### src/rtl/core/tseq_pkg.sv
// types and constants shared by the time-stamp ordered event queue
`timescale 1ns / 1ps
`default_nettype none

package tseq_pkg;

	localparam int STAMP_W = 48;
	localparam int LINE_W  = 31;
	localparam int HEAD_W  = 49;
	localparam int COUNT_W = 7;
	localparam int KIND_W  = 2;

	localparam logic [KIND_W-1:0] KIND_APPEND = 2'd0;
	localparam logic [KIND_W-1:0] KIND_SORTED = 2'd1;
	localparam logic [KIND_W-1:0] KIND_READ   = 2'd2;
	localparam logic [KIND_W-1:0] KIND_CLEAR  = 2'd3;

	typedef logic [STAMP_W-1:0] stamp_t;
	typedef logic [LINE_W-1:0]  line_t;

	typedef struct packed {
		logic insert;
		logic sorted;
		logic read;
		logic clear;
		logic cursor_home;
	} cell_ctl_t;

endpackage

`default_nettype wire

### src/rtl/core/tseq_cell.sv
// one queue cell: holds an entry and the cursor token, shifts from its left neighbor or takes the new item
`timescale 1ns / 1ps
`default_nettype none

module tseq_cell
	import tseq_pkg::*;
#(
	parameter int IDX = 0,
	parameter int CW  = 7
) (
	input  wire logic          clk,
	input  wire logic          arst_n,
	input  wire cell_ctl_t     ctl,
	input  wire logic [CW-1:0] fill,
	input  wire stamp_t        new_stamp,
	input  wire line_t         new_line,
	input  wire stamp_t        left_stamp,
	input  wire line_t         left_line,
	input  wire logic          left_after,
	input  wire logic          left_tok,
	output stamp_t             stamp_q,
	output line_t              line_q,
	output stamp_t             stamp_d,
	output logic               after,
	output logic               tok_q
);

	localparam logic [CW-1:0] IDX_C = CW'(IDX);

	logic occ;
	logic cmp;
	logic hit;
	logic tok_d;
	line_t line_d;

	assign occ = IDX_C < fill;

	always_comb begin
		if (IDX == 0) begin
			cmp = stamp_q > new_stamp;
		end else begin
			cmp = stamp_q >= new_stamp;
		end
	end

	assign hit   = ctl.sorted & occ & cmp;
	assign after = left_after | hit | ~occ;

	always_comb begin
		stamp_d = stamp_q;
		line_d  = line_q;
		if (ctl.insert && after) begin
			if (left_after) begin
				stamp_d = left_stamp;
				line_d  = left_line;
			end else begin
				stamp_d = new_stamp;
				line_d  = new_line;
			end
		end
	end

	always_comb begin
		tok_d = tok_q;
		if (ctl.clear) begin
			tok_d = 1'b0;
		end else if (ctl.insert && ctl.cursor_home) begin
			tok_d = (IDX == 0);
		end else if (ctl.read) begin
			tok_d = left_tok & occ;
		end
	end

	always_ff @(posedge clk) begin
		stamp_q <= stamp_d;
		line_q  <= line_d;
	end

	always_ff @(posedge clk or negedge arst_n) begin
		if (!arst_n) begin
			tok_q <= 1'b0;
		end else begin
			tok_q <= tok_d;
		end
	end

endmodule

`default_nettype wire

### config.mk
export PLATFORM = sky130hd
export DESIGN_NAME = tseq_cell
export DESIGN_NICKNAME = d
export VERILOG_FILES = /design/src/rtl/core/tseq_pkg.sv /design/src/rtl/core/tseq_cell.sv
export SDC_FILE = /design/constraint.sdc
export NUM_CORES = 1
export LEC_CHECK = 0
export ABC_AREA = 0
export CAP_MARGIN = 20
export CORE_ASPECT_RATIO = 1.25
export CORE_MARGIN = 1.5
export CORE_UTILIZATION = 35
export CTS_CLUSTER_DIAMETER = 200
export DETAILED_ROUTE_END_ITERATION = 7
export DONT_BUFFER_PORTS = 1
export PLACE_DENSITY = 0.54
export SLEW_MARGIN = 20
export SYNTH_ARGS = -nofsm -noshare
export SYNTH_HDL_FRONTEND = slang
export SYNTH_SLANG_ARGS = --single-unit
export TNS_END_PERCENT = 20
### constraint.sdc
create_clock -name clk -period 2.89 [get_ports clk]
set_input_delay 0.4335 -clock clk [delete_from_list [all_inputs] [get_ports clk]]
set_output_delay 0.4335 -clock clk [all_outputs]
set_load 0.1 [all_outputs]
==> results.cfg, run 1 <==
[critical_path]
reg2reg_from = stamp_q[30]$_DFF_P_
crit_slowest_cell = a221o_1
critPathMaxStageDelay_ns = 0.37
cp-start-kind = flop
rrSetupSlack_ns = 0.16
cp.required_ns = 2.46
crit_end = stamp_d[27]
setup.worst_path.end_class = primary output
path_cells = ha_4 -> a21oi_2 -> nand2_1 -> a221o_1 -> o31ai_4 -> o211ai_2 -> o211ai_4 -> buf_6 -> buf_12 -> buf_12 -> mux2_4 -> buf_12
arrival_ns = 2.95
r2r_cells = 11
critPathMaxFanout = 8
crit_top_cell = buf_12
r2r-end = stamp_q[32]$_DFF_P_
path_class = flop to primary output
crit_start = stamp_q[30]$_DFF_P_

[final_layout]
nNetsFinal = 775
fill_cells = 1147
fin_area_um2 = 6950
synthToLayoutAreaGrowth_pct = 48.8
drive_gt1_share_pct = 50.9

[clocking]
cts-root-buf = clkbuf_16
cts_num_sinks = 80
clock_path_buffers = 2
htreeDepth = 3
cts_tree = built
clk_latency_ns = 0.34
numCtsBuffers = 9
path_clk_slew_ns = 0.07

[logic_synthesis]
synth.top_cell.area_share_pct = 20.6
syn_area_um2 = 4670
yosys_warnings = 0
seq_area_frac_synth_pct = 41.0
synth.avg_cell_area_um2 = 10.3
synth_largest_area_cell = dfxtp_1
syn_nets = 675
netlist_top_cells_area = dfxtp_1, edfxtp_1, mux2_2, ha_1, o21ai_0
synth_cells = 453
ys_types = 38
synth_seq_cells = 80

[detailed_routing]
avgViaCountPerCell = 5.14
drcViolationCount = 0
ant_nets = 0
dr.pass1.iters = 4
drt_iter0_drc = 81
dr_total_vias = 3751
drt-total-wl_um = 13900
wl_per_cell_um = 19.1

[sta]
maxSlewHeadroom_pct = 34.5
fin_ws_ns = -0.498
min_period_ns = 3.39
report.final.setup_viol = 48
period_share_pct = 117
hold_violations = 0
skew_ns = 0.0115
rsz0062_at_grt = yes
drv_slew = 0
worst_slew_pin_slew_ns = 0.984
tns_ns = -20.81
fmax_mhz = 295

[floorplan]
core_region_area_um2 = 13100
start_util_pct = 35.6
row_count = 47
die_w_um = 106
dieArea_um2 = 14100
num_io_pins = 303
die_h_um = 132

[placement]
gp_congestion = 0.844
hpwlAfterDp_um = 10600
io_buffers = 0
place_area_um2 = 6140
pre_cts_slack_ns = -0.470

[run_status]
violations = negative setup slack
outcome = complete, but fails checks

[hold_path]
hold_class = input port to flop
hold_depth = 1
min-delay-start = ctl[1]

[power]
leakagePower_nw = 3.11
ir_worst_vdd_mv = 0.830
p_per_area_nw_per_um2 = 1340

[run]
drv_cap = 0

[global_route]
antenna_found_initial = 1
grt_pass1_wl_um = 21100
grt_max_degree = 128
grt_pass1_vias = 4001
gr-total-overflow = 0
grt_usage_pct = 19.5
## cell families after synthesis
| kind of cell | count (synthesis) | share of synthesized area (%) |
|---|---|---|
| adders and majority gates | 48 | 12.9 |
| muxes | 80 | 20.0 |
| AOI/OAI and AO/OA | 90 | 11.4 |
| buffers and inverters | 70 | 6.40 |
| DFF | 80 | 41.0 |
| and+or+nand+nor | 85 | 8.30 |
## stage by stage
stage | power, mW | instances | hold WS, ns | utilization, %
after floorplan | 6.53 | 453 | 0.138 | -
after global placement | 7.77 | 700 | 0.138 | 46.8
after detailed placement | 7.81 | 700 | 0.138 | 46.8
after CTS | 9.28 | 728 | 0.144 | 52.2
after global routing | 9.60 | 730 | 0.142 | 53.0
final | 9.28 | 730 | 0.156 | 53.0
## repair_timing
action                                  CTS  global route
pin swaps                                11            12
hold endpoints to repair                  1             0
hold buffers                              1             0
resized for setup                        41            15
cloned                                    4             1
setup buffers                             7             3
endpoints found under the setup margin   52           121
## worst min-delay path by stage
stage | end | slack, ns
final | tok_q$_DFFE_PN0P_ | 0.16
after global routing | tok_q$_DFFE_PN0P_ | 0.14
after CTS | tok_q$_DFFE_PN0P_ | 0.14
after detailed placement | tok_q$_DFFE_PN0P_ | 0.14
after global placement | tok_q$_DFFE_PN0P_ | 0.14
after floorplan | tok_q$_DFFE_PN0P_ | 0.14
## power breakdown
| group | switching [mW] | internal, mW | leakage (nW) |
|---|---|---|---|
| Combinational | 4.38 | 1.63 | 2.25 |
| Clock | 0.512 | 0.688 | 0.147 |
| Sequential | 0.503 | 1.57 | 0.721 |
| Total | 5.40 | 3.88 | 3.11 |
## synth_stat cells
library cell  count
clkbuf_1          9
nor4_1            1
nand4_1          12
mux2_4           10
o21a_1            1
mux2i_1           2
buf_1             4
buf_2             1
a2111oi_2         1
buf_4             3
nor4_2            1
mux2_2           68
o21bai_1          1
a2111oi_0         1
nand2_1          55
nor3_1            2
o211ai_2          1
nor2_1            2
inv_1            51
dfxtp_1          48
buf_6             1
a21oi_1          19
ha_1             48
o21ai_0          52
buf_12            1
or2_1             2
dfrtp_1           1
edfxtp_1         31
a221o_1           1
o31ai_1           1
nor3_2            1
a221oi_1          1
a21oi_2           1
nand3_1           8
a21o_1            8
o211ai_4          1
a211oi_1          1
or4_1             1
## flip-flops by register name, indices dropped and copies added, names as in the netlist
name	cells
stamp_q	48
tok_q	1
line_q	31
## layer usage
metal	vias up	track usage, %	part of all wire, %
met4	0	7.28	2.3
met1	1732	20.5	36
met5	-	0	0
li1	1811	-	-
met2	190	36.5	54
met3	18	5.29	7.6
## worst max-delay path, delay by kind of cell (launching register included)
kind / cells / cell delay (ns)
flip-flops: 1 / 0.35
AND/OR/NAND/NOR: 1 / 0.07
adder cells (fa/ha/maj): 1 / 0.22
buffers and inverters: 4 / 0.55
multiplexers: 1 / 0.32
AO/OA/AOI/OAI: 5 / 1.09
## cell type report
| type | instances | area, µm² | share of cell area, % |
|---|---|---|---|
| multi-input combinational | 303 | 2910 | 41.9 |
| antenna | 1 | 2.50 | 0.0360 |
| tap | 171 | 214 | 3.08 |
| inverter | 51 | 191 | 2.76 |
| clock inverter | 7 | 90.1 | 1.30 |
| timing repair buffer | 108 | 1270 | 18.3 |
| clock buffer | 9 | 225 | 3.24 |
| sequential | 80 | 2040 | 29.4 |
## layout by cell type (no fill, tap or decap), types with 3 or more instances in the layout
cell,synthesis,routed
buf_4,3,70
nand2_1,55,55
inv_1,51,51
o21ai_0,52,51
mux2_4,10,47
mux2_2,68,31
edfxtp_1,31,31
buf_12,1,31
ha_1,48,29
dfxtp_4,0,26
dfxtp_2,0,22
ha_4,0,19
a21oi_1,19,16
nand4_1,12,12
clkbuf_16,0,10
a21o_1,8,8
nand3_1,8,7
buf_6,1,3
(Power assumes the default switching activity.)
==> run 2, diff against run 1 <==
--- a/config.mk
+++ b/config.mk
@@ -7,14 +7,12 @@
 export LEC_CHECK = 0
 export ABC_AREA = 0
 export CAP_MARGIN = 20
-export CORE_ASPECT_RATIO = 1.25
-export CORE_MARGIN = 1.5
-export CORE_UTILIZATION = 35
+export CORE_AREA = 2 2 117 119
 export CTS_CLUSTER_DIAMETER = 200
 export DETAILED_ROUTE_END_ITERATION = 7
+export DIE_AREA = 0 0 119 121
 export DONT_BUFFER_PORTS = 1
 export PLACE_DENSITY = 0.54
-export SLEW_MARGIN = 20
 export SYNTH_ARGS = -nofsm -noshare
 export SYNTH_HDL_FRONTEND = slang
 export SYNTH_SLANG_ARGS = --single-unit
==> run 2 against run 1 <==
Against the previous run:
- the run still ends with negative setup slack left
- global-route usage fell by 0.058 points
- clock-buffer cell count unchanged
- design area fell by 1.8%
- first-iteration DRC count is 110% higher
- largest cell class unchanged
==> results.cfg, run 2 (same netlist as run 1, synthesis figures left out) <==
[clocking]
cts-root-buf = clkbuf_16
cts_num_sinks = 80
htreeDepth = 3
numCtsBuffers = 9
path_clk_slew_ns = 0.07
clock_path_buffers = 2
clk_latency_ns = 0.35
cts_tree = built

[power]
seq_power_share_pct = 22.1
p_switching_mw = 5.39
intPower_mw = 3.92
clockPowerShare_pct = 14.0
p_per_area_nw_per_um2 = 1370
ir_worst_vdd_mv = 0.790
finalPower_mw = 9.31
swShare_pct = 57.9
leakagePower_nw = 3.08
pwr-share-comb_pct = 63.9

[global_route]
gr-total-overflow = 0
grt_pass1_vias = 3934
grt_usage_pct = 19.5
grt_max_degree = 128
grt_pass1_wl_um = 21400
antenna_found_initial = 0

[critical_path]
rrSetupSlack_ns = 0.17
cp-start-kind = flop
critPathMaxStageDelay_ns = 0.36
crit_top_cell = buf_12
path_class = flop to primary output
crit_buf_inv = 3
critPathMaxFanout = 8
r2r-end = stamp_q[2]$_DFF_P_
r2r_cells = 11
arrival_ns = 2.95
reg2reg_from = stamp_q[24]$_DFF_P_
setup.worst_path.end_class = primary output
path_cells = ha_1 -> nand4_1 -> nor3_2 -> a221o_1 -> o31ai_4 -> o211ai_2 -> o211ai_4 -> buf_12 -> buf_16 -> mux2_4 -> buf_12
cp_top_family = compound AO/OA/AOI/OAI gates
crit_slowest_cell = a221o_1
cp.required_ns = 2.46

[hold_path]
whs_endpoint = tok_q$_DFFE_PN0P_
hold_depth = 1
hold_class = input port to flop
min-delay-start = ctl[1]

[final_layout]
n_antenna_cell = 0
synthToLayoutAreaGrowth_pct = 46.0
layout_common_cells = buf_4, nand2_1, inv_1, o21ai_0, mux2_4
final_common_cell = buf_4
nNetsFinal = 770
fill_cells = 1141
register_area_um2 = 2040
final_cells = 729
largest_register_ffs = 48
drive_gt1_share_pct = 49.5
post-route-util_pct = 52.1
fin_area_um2 = 6820
multiInputGateArea_um2 = 2840
top_register = stamp_q
reg_top3 = stamp_q (48), line_q (31), tok_q (1)

[detailed_routing]
ant_nets = 0
dr.pass1.iters = 6
drt_iter0_drc = 173
drcViolationCount = 0
avgViaCountPerCell = 5.13
dr_total_vias = 3738
wl_per_cell_um = 19.5
drt-total-wl_um = 14200

[run_status]
violations = negative setup slack
outcome = complete, but fails checks

[floorplan]
row_count = 42
dieArea_um2 = 14400
die_h_um = 121
die_w_um = 119
start_util_pct = 35.7
core_region_area_um2 = 13100
num_io_pins = 303

[placement]
place_area_um2 = 6150
hpwlAfterDp_um = 11000
placed_cells = 705
io_buffers = 0
gp_congestion = 0.872

[sta]
report.final.setup_viol = 49
hold_violations = 0
rsz0062_at_grt = yes
worst_slew_pin_slew_ns = 0.945
fin_ws_ns = -0.496
min_period_ns = 3.39
drv_slew = 0
maxSlewHeadroom_pct = 37.2
tns_ns = -21.52
skew_ns = 0.00731
period_share_pct = 117
fmax_mhz = 295

[run]
drv_cap = 0
run 2: how the worst max path moves through the flow:
stage / slack (ns) / end / depth (start not counted) / startpoint
6_report: -0.50 / stamp_d[2] / 11 / stamp_q[24]$_DFF_P_
5_1_grt: -0.62 / stamp_d[2] / 11 / stamp_q[31]$_DFF_P_
4_1_cts: -0.59 / stamp_d[38] / 11 / stamp_q[30]$_DFF_P_
3_5_place_dp: -0.49 / stamp_d[42] / 11 / new_stamp[19]
3_3_place_gp: -0.46 / stamp_d[42] / 11 / new_stamp[19]
2_1_floorplan: -0.29 / stamp_d[0] / 9 / stamp_q[30]$_DFF_P_
run 2: layout make-up:
cell class | instances | area share, %
flip-flops and latches | 80 | 29.9
well taps | 176 | 3.23
repair buffers | 103 | 17.5
clock inverters | 7 | 1.60
inverters | 51 | 2.81
multi-input cells | 303 | 41.6
clock buffers | 9 | 3.30
run 2: through the flow:
| stage | setup slack, ns | hold slack [ns] |
|---|---|---|
| detailed placement | -0.493 | 0.138 |
| CTS | -0.587 | 0.119 |
| global route | -0.623 | 0.122 |
| global placement | -0.456 | 0.138 |
| finish | -0.496 | 0.137 |
| floorplan | -0.294 | 0.138 |
run 2: routing by layer:
layer	vias up	track usage (%)	wire length [µm]
li1	1809	-	-
met1	1745	20.9	5470
met2	166	36.1	7540
met3	18	6.16	927
met4	0	6.32	268
met5	-	0	0
run 2: timing repair:
action	in CTS	in global routing
buffers inserted	5	1
hold buffers	1	0
setup endpoints to repair	65	64
hold endpoints to repair	1	0
cloned	3	0
gates resized for setup	39	4
pin swaps	14	6
run 2: power groups by stage:
stage / registers (mW) / clock network, mW / logic [mW]
2_1_floorplan: 3.80 / 0 / 2.73
3_3_place_gp: 2.06 / 0 / 5.71
3_5_place_dp: 2.07 / 0 / 5.75
4_1_cts: 2.06 / 1.34 / 5.97
5_1_grt: 2.10 / 1.39 / 6.15
6_report: 2.06 / 1.30 / 5.95
==> run 3, diff against run 2 <==
==> constraint.sdc (replaced) <==
create_clock -name clk -period 2.89 [get_ports clk]
set_input_delay 0.4335 -clock clk [delete_from_list [all_inputs] [get_ports clk]]
set_output_delay 0.4335 -clock clk [all_outputs]
set_load 0.01 [all_outputs]
==> run 3 against run 2 <==
Against the previous run:
- the flow still finishes with violations (negative setup slack)
- worst hold slack better by 0.0095 ns
- flip-flop and latch count is the same
- via count decreased by 1.0%
- non-clock buffer count is 20 lower
- design area decreased by 8.5%
- maximum frequency up 4.7%
- clock skew rose by 0.0031 ns
- final cell count down 2.7%
- worst setup slack better by 0.15 ns
- core utilization fell by 4.4 points
- power down 44%
- die area did not move
- largest cell class unchanged
==> results.cfg, run 3 (same netlist as run 1, synthesis figures left out) <==
[run_status]
outcome = complete, but fails checks
violations = negative setup slack

[critical_path]
critPathMaxStageDelay_ns = 0.36
cp-start-kind = flop
path_class = flop to primary output
cp.required_ns = 2.46
reg2reg_from = stamp_q[46]$_DFF_P_
setup.worst_path.end_class = primary output
crit_start = stamp_q[19]$_DFF_P_
critPathMaxFanout = 6
path_cells = ha_4 -> a21oi_2 -> o21ai_2 -> a221o_1 -> o31ai_2 -> o211ai_2 -> o211ai_4 -> buf_12 -> clkbuf_16 -> mux2_4
arrival_ns = 2.80
crit_slowest_cell = dfxtp_2

[global_route]
grt_pass1_wl_um = 20300
grt_max_degree = 128
gr-total-overflow = 0
grt_usage_pct = 18.2
antenna_found_initial = 0
grt_pass1_vias = 3752

[detailed_routing]
drcViolationCount = 0
avgViaCountPerCell = 5.22
ant_nets = 0
dr.pass1.iters = 4
wl_per_cell_um = 19.5
dr_total_vias = 3699
drt-total-wl_um = 13800
drt_iter0_drc = 117

[power]
leakagePower_nw = 2.88
finalPower_mw = 5.22
ir_worst_vdd_mv = 0.390
p_per_area_nw_per_um2 = 837

[sta]
worst_slew_pin_slew_ns = 0.342
report.final.setup_viol = 48
maxSlewHeadroom_pct = 77.2
hold_slack_ns = 0.146
fmax_mhz = 309
period_share_pct = 112
tns_ns = -15.32
drv_slew = 0
skew_ns = 0.0104
hold_violations = 0
min_period_ns = 3.23
fin_ws_ns = -0.344
rsz0062_at_grt = yes

[floorplan]
dieArea_um2 = 14400
core_region_area_um2 = 13100
num_io_pins = 303
row_count = 42
die_h_um = 121
die_w_um = 119
start_util_pct = 35.7

[clocking]
cts_tree = built
clock_path_buffers = 2
htreeDepth = 3
path_clk_slew_ns = 0.06
numCtsBuffers = 9
cts-root-buf = clkbuf_16
cts_num_sinks = 80
clk_latency_ns = 0.34

[hold_path]
min-delay-start = ctl[1]
hold_class = input port to flop

[final_layout]
synthToLayoutAreaGrowth_pct = 33.6
fin_area_um2 = 6240
top_register = stamp_q
nNetsFinal = 750
fill_cells = 1205
reg_top3 = stamp_q (48), line_q (31), tok_q (1)
final_common_cell = buf_4
n_antenna_cell = 0
largest_register_ffs = 48
layout_common_cells = buf_4, nand2_1, o21ai_0
drive_gt1_share_pct = 40.2

[run]
drv_cap = 0

[placement]
io_buffers = 0
gp_congestion = 0.810
place_area_um2 = 5440
hpwlAfterDp_um = 10400
[run 3: critical path, delay by kind of cell (launching register included)]
kind,cells,cell delay (ns)
flip-flops,1,0.36
buffers and inverters,2,0.35
AO/OA/AOI/OAI,6,1.22
adder cells (fa/ha/maj),1,0.20
multiplexers,1,0.33
[run 3: final cells by class]
cell class / count / area, µm² / area share, %
Multi-Input combinational cell: 303 / 2790 / 44.7
Inverter: 51 / 195 / 3.13
Clock buffer: 9 / 225 / 3.61
Clock inverter: 7 / 126 / 2.02
Tap cell: 176 / 220 / 3.53
Sequential cell: 80 / 1930 / 30.9
Timing Repair Buffer: 83 / 757 / 12.1
[run 3: timing repair]
action | CTS | global route
cloned | 2 | 1
setup buffers | 2 | 2
pin swaps | 6 | 3
gates resized for setup | 58 | 12
endpoints found under the setup margin | 53 | 79
endpoints found under the hold margin | 1 | 0
hold buffers | 1 | 0
[run 3: worst paths after layout]
kind / to / slack, ns / depth (start not counted)
min: tok_q$_DFFE_PN0P_ / 0.15 / 1
max in group asynchronous: tok_q$_DFFE_PN0P_ / 2.49 / 1
min reg2reg: stamp_q[0]$_DFF_P_ / 0.65 / 3
max: stamp_d[28] / -0.34 / 10
min in group asynchronous: tok_q$_DFFE_PN0P_ / 0.29 / 1
max reg2reg: line_q[9]$_DFFE_PP_ / 0.10 / 12
[run 3: per-layer routing]
metal	up-vias	wire [µm]	track usage, %
li1	1762	-	-
met1	1729	5290	19.7
met2	192	7230	33.3
met3	16	998	5.22
met4	0	282	7.51
met5	-	0	0
[run 3: report_power, final]
part           switching [mW]  leakage, nW  internal, mW
combinational            1.05         2.01          1.12
sequential              0.212        0.709          1.48
clock                   0.497        0.169         0.857
[run 3: stage by stage]
step	worst slack, ns	utilization [%]	cells
after CTS	-0.385	46.7	706
after floorplan	0.00252	-	453
final	-0.344	47.7	709
after global routing	-0.466	47.7	709
after global placement	-0.315	41.5	685
after detailed placement	-0.304	41.5	685
